===== config.mk =====
export PLATFORM = sky130hd
export DESIGN_NAME = rta_ctrl
export DESIGN_NICKNAME = d
export VERILOG_FILES = /design/src/hw/rtl/rta_pkg.sv /design/src/hw/rtl/rta_ctrl.sv
export SDC_FILE = /design/constraint.sdc
export NUM_CORES = 1
export LEC_CHECK = 0
export ABC_AREA = 1
export BUFFER_PORTS_ARGS = -buffer_cell sky130_fd_sc_hd__buf_2
export CORE_MARGIN = 1.5
export CORE_UTILIZATION = 50
export DETAILED_ROUTE_END_ITERATION = 8
export GPL_TIMING_DRIVEN = 0
export PLACE_DENSITY_LB_ADDON = 0.15
export SETUP_SLACK_MARGIN = 0.2
export SLEW_MARGIN = 20
export SYNTH_ARGS = -nofsm -noshare
export SYNTH_HDL_FRONTEND = slang
export SYNTH_SLANG_ARGS = --single-unit

===== constraint.sdc =====
create_clock -name clk -period 1.25 [get_ports clk]
set_input_delay 0.375 -clock clk [delete_from_list [all_inputs] [get_ports clk]]
set_output_delay 0.375 -clock clk [all_outputs]
set_load 0.01 [all_outputs]

===== src/hw/rtl/rta_pkg.sv =====
`timescale 1ns / 1ps

package rta_pkg;

  // operand widths of the shared engines
  localparam int unsigned CNT_W  = 40;   // class counts
  localparam int unsigned TOT_W  = 41;   // case total
  localparam int unsigned RUN_W  = 32;
  localparam int unsigned MUL_W  = 208;  // multiplicand and product
  localparam int unsigned MB_W   = 83;   // multiplier operand
  localparam int unsigned REM_W  = 240;  // division remainder
  localparam int unsigned QUO_W  = 63;   // quotient bits kept, top bit flags saturation
  localparam int unsigned ROOT_W = 31;

  localparam int unsigned DIV_STEPS  = QUO_W;
  localparam int unsigned SQRT_STEPS = ROOT_W;

  // datapath operations
  localparam logic [3:0] OP_NONE   = 4'd0;
  localparam logic [3:0] OP_LD_PQ  = 4'd1;
  localparam logic [3:0] OP_MUL    = 4'd2;
  localparam logic [3:0] OP_ST_PQ  = 4'd3;
  localparam logic [3:0] OP_ST_X   = 4'd4;
  localparam logic [3:0] OP_ABS    = 4'd5;
  localparam logic [3:0] OP_CORR   = 4'd6;
  localparam logic [3:0] OP_LD_BB  = 4'd7;
  localparam logic [3:0] OP_ST_T   = 4'd8;
  localparam logic [3:0] OP_ST_NUM = 4'd9;
  localparam logic [3:0] OP_ST_DEN = 4'd10;
  localparam logic [3:0] OP_DIV    = 4'd11;
  localparam logic [3:0] OP_SQ_INI = 4'd12;
  localparam logic [3:0] OP_SQ     = 4'd13;
  localparam logic [3:0] OP_OUT    = 4'd14;

  typedef struct packed {
    logic       acc_en;  // input transfer this cycle
    logic [3:0] op;
  } dp_cmd_t;

  typedef struct packed {
    logic mul_done;
    logic degen;
    logic zero;
  } dp_stat_t;

endpackage


===== src/hw/rtl/rta_ctrl.sv =====
`timescale 1ns / 1ps

module rta_ctrl (
  input  logic              clk,
  input  logic              rst_n,
  input  logic              in_tvalid,
  input  logic              in_tlast,
  output logic              in_tready,
  input  logic              out_tready,
  output logic              out_tvalid,
  input  rta_pkg::dp_stat_t stat,
  output rta_pkg::dp_cmd_t  cmd
);

  localparam logic [3:0] S_IDLE  = 4'd0;
  localparam logic [3:0] S_START = 4'd1;
  localparam logic [3:0] S_MPQ   = 4'd2;
  localparam logic [3:0] S_MX    = 4'd3;
  localparam logic [3:0] S_ABS   = 4'd4;
  localparam logic [3:0] S_CORR  = 4'd5;
  localparam logic [3:0] S_CHK   = 4'd6;
  localparam logic [3:0] S_MBB   = 4'd7;
  localparam logic [3:0] S_MNUM  = 4'd8;
  localparam logic [3:0] S_MDEN  = 4'd9;
  localparam logic [3:0] S_DIV   = 4'd10;
  localparam logic [3:0] S_SQI   = 4'd11;
  localparam logic [3:0] S_SQ    = 4'd12;
  localparam logic [3:0] S_OUT   = 4'd13;

  logic [3:0] state_r, state_nxt;
  logic [5:0] cnt_r, cnt_nxt;
  logic       out_tvalid_r, out_tvalid_nxt;
  logic       out_free;

  assign out_free = !out_tvalid_r || out_tready;

  // sequencer
  always_comb begin
    state_nxt  = state_r;
    cnt_nxt    = cnt_r;
    cmd.acc_en = 1'b0;
    cmd.op     = rta_pkg::OP_NONE;
    case (state_r)
      S_IDLE: begin
        cmd.acc_en = in_tvalid;
        if (in_tvalid && in_tlast) state_nxt = S_START;
      end
      S_START: begin
        if (stat.degen) begin
          state_nxt = S_OUT;
        end else begin
          cmd.op    = rta_pkg::OP_LD_PQ;
          state_nxt = S_MPQ;
        end
      end
      S_MPQ: begin
        if (stat.mul_done) begin
          cmd.op    = rta_pkg::OP_ST_PQ;
          state_nxt = S_MX;
        end else cmd.op = rta_pkg::OP_MUL;
      end
      S_MX: begin
        if (stat.mul_done) begin
          cmd.op    = rta_pkg::OP_ST_X;
          state_nxt = S_ABS;
        end else cmd.op = rta_pkg::OP_MUL;
      end
      S_ABS: begin
        cmd.op    = rta_pkg::OP_ABS;
        state_nxt = S_CORR;
      end
      S_CORR: begin
        cmd.op    = rta_pkg::OP_CORR;
        state_nxt = S_CHK;
      end
      S_CHK: begin
        if (stat.zero) begin
          state_nxt = S_OUT;
        end else begin
          cmd.op    = rta_pkg::OP_LD_BB;
          state_nxt = S_MBB;
        end
      end
      S_MBB: begin
        if (stat.mul_done) begin
          cmd.op    = rta_pkg::OP_ST_T;
          state_nxt = S_MNUM;
        end else cmd.op = rta_pkg::OP_MUL;
      end
      S_MNUM: begin
        if (stat.mul_done) begin
          cmd.op    = rta_pkg::OP_ST_NUM;
          state_nxt = S_MDEN;
        end else cmd.op = rta_pkg::OP_MUL;
      end
      S_MDEN: begin
        if (stat.mul_done) begin
          cmd.op    = rta_pkg::OP_ST_DEN;
          cnt_nxt   = '0;
          state_nxt = S_DIV;
        end else cmd.op = rta_pkg::OP_MUL;
      end
      S_DIV: begin
        cmd.op  = rta_pkg::OP_DIV;
        cnt_nxt = cnt_r + 6'd1;
        if (cnt_r == 6'(rta_pkg::DIV_STEPS - 1)) state_nxt = S_SQI;
      end
      S_SQI: begin
        cmd.op    = rta_pkg::OP_SQ_INI;
        cnt_nxt   = '0;
        state_nxt = S_SQ;
      end
      S_SQ: begin
        cmd.op  = rta_pkg::OP_SQ;
        cnt_nxt = cnt_r + 6'd1;
        if (cnt_r == 6'(rta_pkg::SQRT_STEPS - 1)) state_nxt = S_OUT;
      end
      S_OUT: begin
        // wait for the output register to free up
        if (out_free) begin
          cmd.op    = rta_pkg::OP_OUT;
          state_nxt = S_IDLE;
        end
      end
      default: state_nxt = S_IDLE;
    endcase
  end

  // result valid flag
  always_comb begin
    out_tvalid_nxt = out_tvalid_r && !out_tready;
    if (cmd.op == rta_pkg::OP_OUT) out_tvalid_nxt = 1'b1;
  end

  always_ff @(posedge clk) begin
    if (!rst_n) begin
      state_r      <= S_IDLE;
      cnt_r        <= '0;
      out_tvalid_r <= 1'b0;
    end else begin
      state_r      <= state_nxt;
      cnt_r        <= cnt_nxt;
      out_tvalid_r <= out_tvalid_nxt;
    end
  end

  assign in_tready  = state_r == S_IDLE;
  assign out_tvalid = out_tvalid_r;

endmodule


### Word-level counts from Yosys, hierarchy flattened

Index checks and enable logic that the tools add are counted.

| storage, ports and cells | value |
|---|---|
| register bits after elaboration | 11 |
| memory bits (read-only) | 0 |
| RAM bits | 0 |
| memories kept | 0 |
| word-level logic and storage cells | 64 |
| input bits | 8 |
| bits in latches | 0 |
| output and inout bits | 7 |

| cells by class | value |
|---|---|
| $add $sub $neg | 1 |
| shift operators | 0 |
| $lt $le $gt $ge | 0 |
| multiplexer cells | 25 |
| bitwise gates (word level) | 0 |
| reduce and logical (&&, ||, !) cells | 10 |
| div/mod/pow operators | 0 |
| eq/ne operators | 25 |
| $mul | 0 |

Operator list:

| kind | number |
|---|---|
| 2-to-1 mux 4 bit | 15 |
| case mux 4 bit (14 select lines) | 1 |
| case mux 4 bit (13 select lines) | 1 |
| == test 4 bit (second input constant) | 7 |
| case mux 6 bit (3 select lines) | 1 |
| == test 4 x 3 -> 1 bit (second input constant) | 4 |
| != test 2 bit (second input constant) | 8 |
| AND reduction 9 bit | 1 |
| == test 4 x 2 -> 1 bit (second input constant) | 2 |
| adder 6 x 1 -> 6 bit (second input constant) | 1 |
| == test 6 x 5 -> 1 bit (second input constant) | 1 |
| == test 6 bit (second input constant) | 1 |
| 2-to-1 mux 3 bit | 2 |
| 2-to-1 mux 6 bit | 1 |
| == test 4 x 1 -> 1 bit (second input constant) | 1 |
| logical NOT 4 bit | 1 |
| 2-to-1 mux 1 bit | 4 |
| nonzero test 3 bit | 1 |
| logical AND 1 bit | 2 |
| logical NOT 1 bit | 2 |
| != test 2 x 1 -> 1 bit (second input constant) | 1 |
| AND reduction 2 bit | 1 |
| OR reduction 2 bit | 1 |
| logical OR 1 bit | 1 |

### Logic depth before layout (Yosys ltp)

| depth | value |
|---|---|
| depth in word-level cells | 6 |
| depth in mapped cells | 12 |
| gate-level depth less buffers | 12 |

### Worst setup path after synthesis

OpenSTA, ideal clock, no wires.

| timing path | value |
|---|---|
| kind | register to output |
| from | register state_r[1] |
| to | output cmd[1] in the netlist's numbering |
| required time | 0.875 ns |
| buffers on the path | 0 |
| arrival time | 1.125 ns |
| stages on the path, launching flop included | 5 |
| path slack | -0.250 ns |
| cells stage by stage | dfxtp_1 > nand2_1 > nor2_1 > nor2_1 > o211ai_1 |

RTL lines:

| item | RTL line | text |
|---|---|---|
| from (decl) | rta_ctrl.sv:30 | `logic [3:0] state_r, state_nxt;` |
| from (signal assigned) | rta_ctrl.sv:141 | `state_r <= state_nxt;` |
| to (decl) | rta_ctrl.sv:12 | `output rta_pkg::dp_cmd_t cmd` |

==> impl_table.tex <==
\begin{tabular}{lr}
\hline
Metric & Value \\
\hline
\multicolumn{2}{l}{\textbf{Setup path}} \\
\quad FF-to-FF setup slack & -500 ps \\
\quad Worst path bufs/invs & 3 \\
\quad Ordered cell list for the critical path & inv\_6 -> nor2\_4 -> nand2\_1 -> o21ai\_2 -> inv\_1 -> o2111ai\_2 -> buf\_2 \\
\quad Critical path's top delay family & flip-flops \\
\quad Worst Setup End Kind & primary output \\
\quad Critical path peak fanout & 6 \\
\quad Critical path launch point type & register \\
\quad Max stage delay on crit path & 450 ps \\
\quad Endpoint required time on the critical path & 880 ps \\
\quad Arrival @ worst endpoint & 1550 ps \\
\quad Category of the critical setup timing path & register to primary output \\
\quad Highest-delay cell along the critical path & sky130\_fd\_sc\_hd\_\_dfxtp\_4 \\
\multicolumn{2}{l}{\textbf{Timing}} \\
\quad Worst setup skew after layout & 2.032 ps \\
\quad Part of the cycle the worst path needs & 154.1\% \\
\quad Final count of hold timing violations & 0 \\
\quad Final setup vio count & 16 \\
\quad Shortest clock period the worst path allows after layout & 1926 ps \\
\quad Crit path setup slack, layout & -675.6 ps \\
\quad Hold Worst Slack & 438.5 ps \\
\quad Slew Viols, Final & 0 \\
\quad Sum Neg Setup Slack & -7028 ps \\
\quad Max transition margin & 76.48\% \\
\quad Maximum frequency from static timing analysis & 0.5193 GHz \\
\quad Measured slew at the worst slew-check pin & 352.4 ps \\
\quad Setup repair after global routing missed its margin & yes \\
\multicolumn{2}{l}{\textbf{Synth}} \\
\quad Post-synthesis instance area & 989.7 um2 \\
\quad Sequential area share after synthesis & 22.25\% \\
\quad Number of storage elements in the synthesis netlist & 11 \\
\quad Distinct cell type count of the synthesized netlist & 25 \\
\quad Count of warnings emitted by yosys & 0 \\
\quad Synthesized area per cell & 5.721 um2 \\
\quad Count of mapped cells out of synthesis & 173 \\
\quad Syn\_nets & 183 \\
\multicolumn{2}{l}{\textbf{Global routing}} \\
\quad Total gr overflow & 0 \\
\quad Gr usage total & 29.20\% \\
\quad Maximum number of pins on one net before global-route repair & 9 \\
\quad Number of global-route vias before repair & 1066 \\
\quad First-pass GRT wire length & 4636 um \\
\quad Initial antenna violation count & 0 \\
\multicolumn{2}{l}{\textbf{Layout}} \\
\quad Fraction of final layout cells sized beyond drive strength 1 & 50.00\% \\
\quad N\_diodes & 0 \\
\quad Synth-to-Final Area Change & 70.29\% \\
\quad Fraction of the core area covered by cells at the end of the flow & 94.53\% \\
\quad Final nets & 225 \\
\multicolumn{2}{l}{\textbf{Drt}} \\
\quad Final wirelength & 4712 um \\
\quad Detailed-route wire length per cell & 19.72 um \\
\quad Post-DRT Antenna Nets & 0 \\
\quad Number of design rule violations left after detail routing & 0 \\
\quad DR vias/cell & 6.213 \\
\quad Iteration-0 DRC Markers & 154 \\
\quad Total number of vias & 1485 \\
\quad First drt pass iteration count & 6 \\
\multicolumn{2}{l}{\textbf{Clocking}} \\
\quad Clock latency reported for the late side of the worst-skew pair & 270 ps \\
\quad CTS H-Tree Depth & 1 \\
\quad Register clock-pin slew on the reported worst setup and hold paths & 90 ps \\
\quad Total of hold buffers inserted after clock tree synthesis & 0 \\
\quad Clock net sink count & 11 \\
\quad CTS tree & built \\
\quad Clk root buf & sky130\_fd\_sc\_hd\_\_clkbuf\_4 \\
\quad CTS buffer count & 3 \\
\quad Maximum clock path buffer count & 2 \\
\multicolumn{2}{l}{\textbf{Floorplanning}} \\
\quad Die span in y & 47.49 um \\
\quad Core region area & 0.001783 mm2 \\
\quad Die outline area & 0.002255 mm2 \\
\quad Initial standard-cell utilization of the core & 55.51\% \\
\quad IO Pins & 15 \\
\quad Width of the die & 47.49 um \\
\quad Site Rows & 15 \\
\multicolumn{2}{l}{\textbf{Worst hold path}} \\
\quad Worst Hold Class & input port to register \\
\multicolumn{2}{l}{\textbf{Run status}} \\
\quad Run status & complete, but fails checks \\
\quad Violations in the final reports & negative setup slack \\
\multicolumn{2}{l}{\textbf{Placed design}} \\
\quad Placed wire-length estimate after detailed placement & 2045 um \\
\quad Routability congestion estimate & 0.9190 \\
\quad Port Buffer Count & 14 \\
\multicolumn{2}{l}{\textbf{Power and ir drop}} \\
\quad Worst ir drop on vdd & 0.001861 V \\
\quad Static leakage & 0.7862 nW \\
\quad Power per cell area & 2000 mW/mm2 \\
\quad Overall Power & 3.370 mW \\
\multicolumn{2}{l}{\textbf{Flow run}} \\
\quad Max-cap violations & 0 \\
\hline
\end{tabular}
[registers in the layout, summed over array words and instances, names as in the netlist]
| register | count |
|---|---|
| cnt_r | 6 |
| out_tvalid | 1 |
| state_r | 4 |
[cell families after synthesis]
family                   Yosys count  share of synthesized area (%)
AO/OA/AOI/OAI                     19                          12.14
adder cells (fa/ha/maj)            2                          2.528
buffers and inverters             27                          10.62
flip-flops                        11                          22.25
AND/OR/NAND/NOR                  114                          52.47
[repair_timing]
action,in CTS,in global routing
setup endpoints to repair,17,18
pin swaps,7,15
gates resized for setup,15,52
buffers inserted,10,13
[worst min-delay path: cells and delay by family]
family                 cells  cell delay [ps]
AOI/OAI and AO/OA          1               70
buffers and inverters      2              170
and+or+nand+nor            1               60
[metrics by stage]
| step | setup slack [ps] | instance area (um2) | cells |
|---|---|---|---|
| floorplan | -68.90 | 1119 | 173 |
| global placement | -374.7 | 1220 | 212 |
| detailed placement | -357.3 | 1220 | 212 |
| CTS | -557.9 | 1383 | 226 |
| global route | -734.7 | 1685 | 239 |
| finish | -675.6 | 1685 | 239 |
[area by class of cell]
cell class              count  area [um2]
well taps                  25       31.28
plain buffers               1       20.02
flip-flops and latches     11       236.5
multi-input cells         135       947.2
repair buffers             37       304.0
inverters                  26       120.1
fillers                    61       97.59
clock buffers               4       26.28
[layer usage]
layer | GRT usage (%) | vias to the layer above | wire length, um
li1 | - | 638 | -
met1 | 38.53 | 664 | 1712
met2 | 48.11 | 141 | 2180
met3 | 8.302 | 42 | 551
met4 | 5.000 | 0 | 268
met5 | 0 | - | 0
[synth_stat cells]
library cell                number  area (um2)
sky130_fd_sc_hd__nand2_1        50       187.7
sky130_fd_sc_hd__nor2_1         27       101.4
sky130_fd_sc_hd__inv_1          23       86.33
sky130_fd_sc_hd__nand3_1        19       95.09
sky130_fd_sc_hd__dfxtp_1        11       220.2
sky130_fd_sc_hd__a21oi_1         7       35.03
sky130_fd_sc_hd__nand2_2         4       25.02
sky130_fd_sc_hd__o21ai_0         4       20.02
sky130_fd_sc_hd__inv_2           3       11.26
sky130_fd_sc_hd__nor2_2          3       18.77
sky130_fd_sc_hd__o21ai_2         3       26.28
sky130_fd_sc_hd__ha_1            2       25.02
sky130_fd_sc_hd__nor2_4          2       22.52
sky130_fd_sc_hd__nor3_1          2       10.01
sky130_fd_sc_hd__o2111ai_1       2       17.52
sky130_fd_sc_hd__o211ai_1        2       15.01
sky130_fd_sc_hd__and3_1          1       6.260
sky130_fd_sc_hd__buf_4           1       7.510
sky130_fd_sc_hd__nand3_2         1       10.01
sky130_fd_sc_hd__nand4_1         1       6.260
sky130_fd_sc_hd__nor3_2          1       10.01
sky130_fd_sc_hd__nor3b_1         1       7.510
sky130_fd_sc_hd__nor3b_2         1       12.51
sky130_fd_sc_hd__o22ai_1         1       6.260
sky130_fd_sc_hd__or2_0           1       6.260
[layout by cell type, fill, tap and decap left out, types with 4 or more instances in the layout]
cell type                 Yosys  layout
sky130_fd_sc_hd__nand2_4      0       7
sky130_fd_sc_hd__nor2_1      27      19
sky130_fd_sc_hd__nor2_4       2      10
sky130_fd_sc_hd__nand3_1     19      17
sky130_fd_sc_hd__buf_2        0      12
sky130_fd_sc_hd__dfxtp_1     11       4
sky130_fd_sc_hd__buf_6        0      15
sky130_fd_sc_hd__inv_2        3       4
sky130_fd_sc_hd__a21oi_2      0       4
sky130_fd_sc_hd__nand2_2      4       6
sky130_fd_sc_hd__nand2_1     50      38
sky130_fd_sc_hd__buf_4        1      10
sky130_fd_sc_hd__inv_1       23      16
sky130_fd_sc_hd__dfxtp_2      0       4
[path summary, 6_finish.rpt]
kind,start,endpoint,cells past startpoint
worst max register to register,state_r[0],state_r[1],12
worst max-delay path,state_r[0],cmd[0],7
worst min register to register,cnt_r[4],cnt_r[4],2
worst min-delay path,out_tready,out_tvalid,4
[report_power, final]
part,total [mW],internal [mW],switching [mW]
registers,0.607,0.434,0.173
clock network,0.267,0.123,0.143
logic,2.50,1.04,1.45
total,3.37,1.60,1.77
No activity file was read; power rests on OpenSTA's default activity.
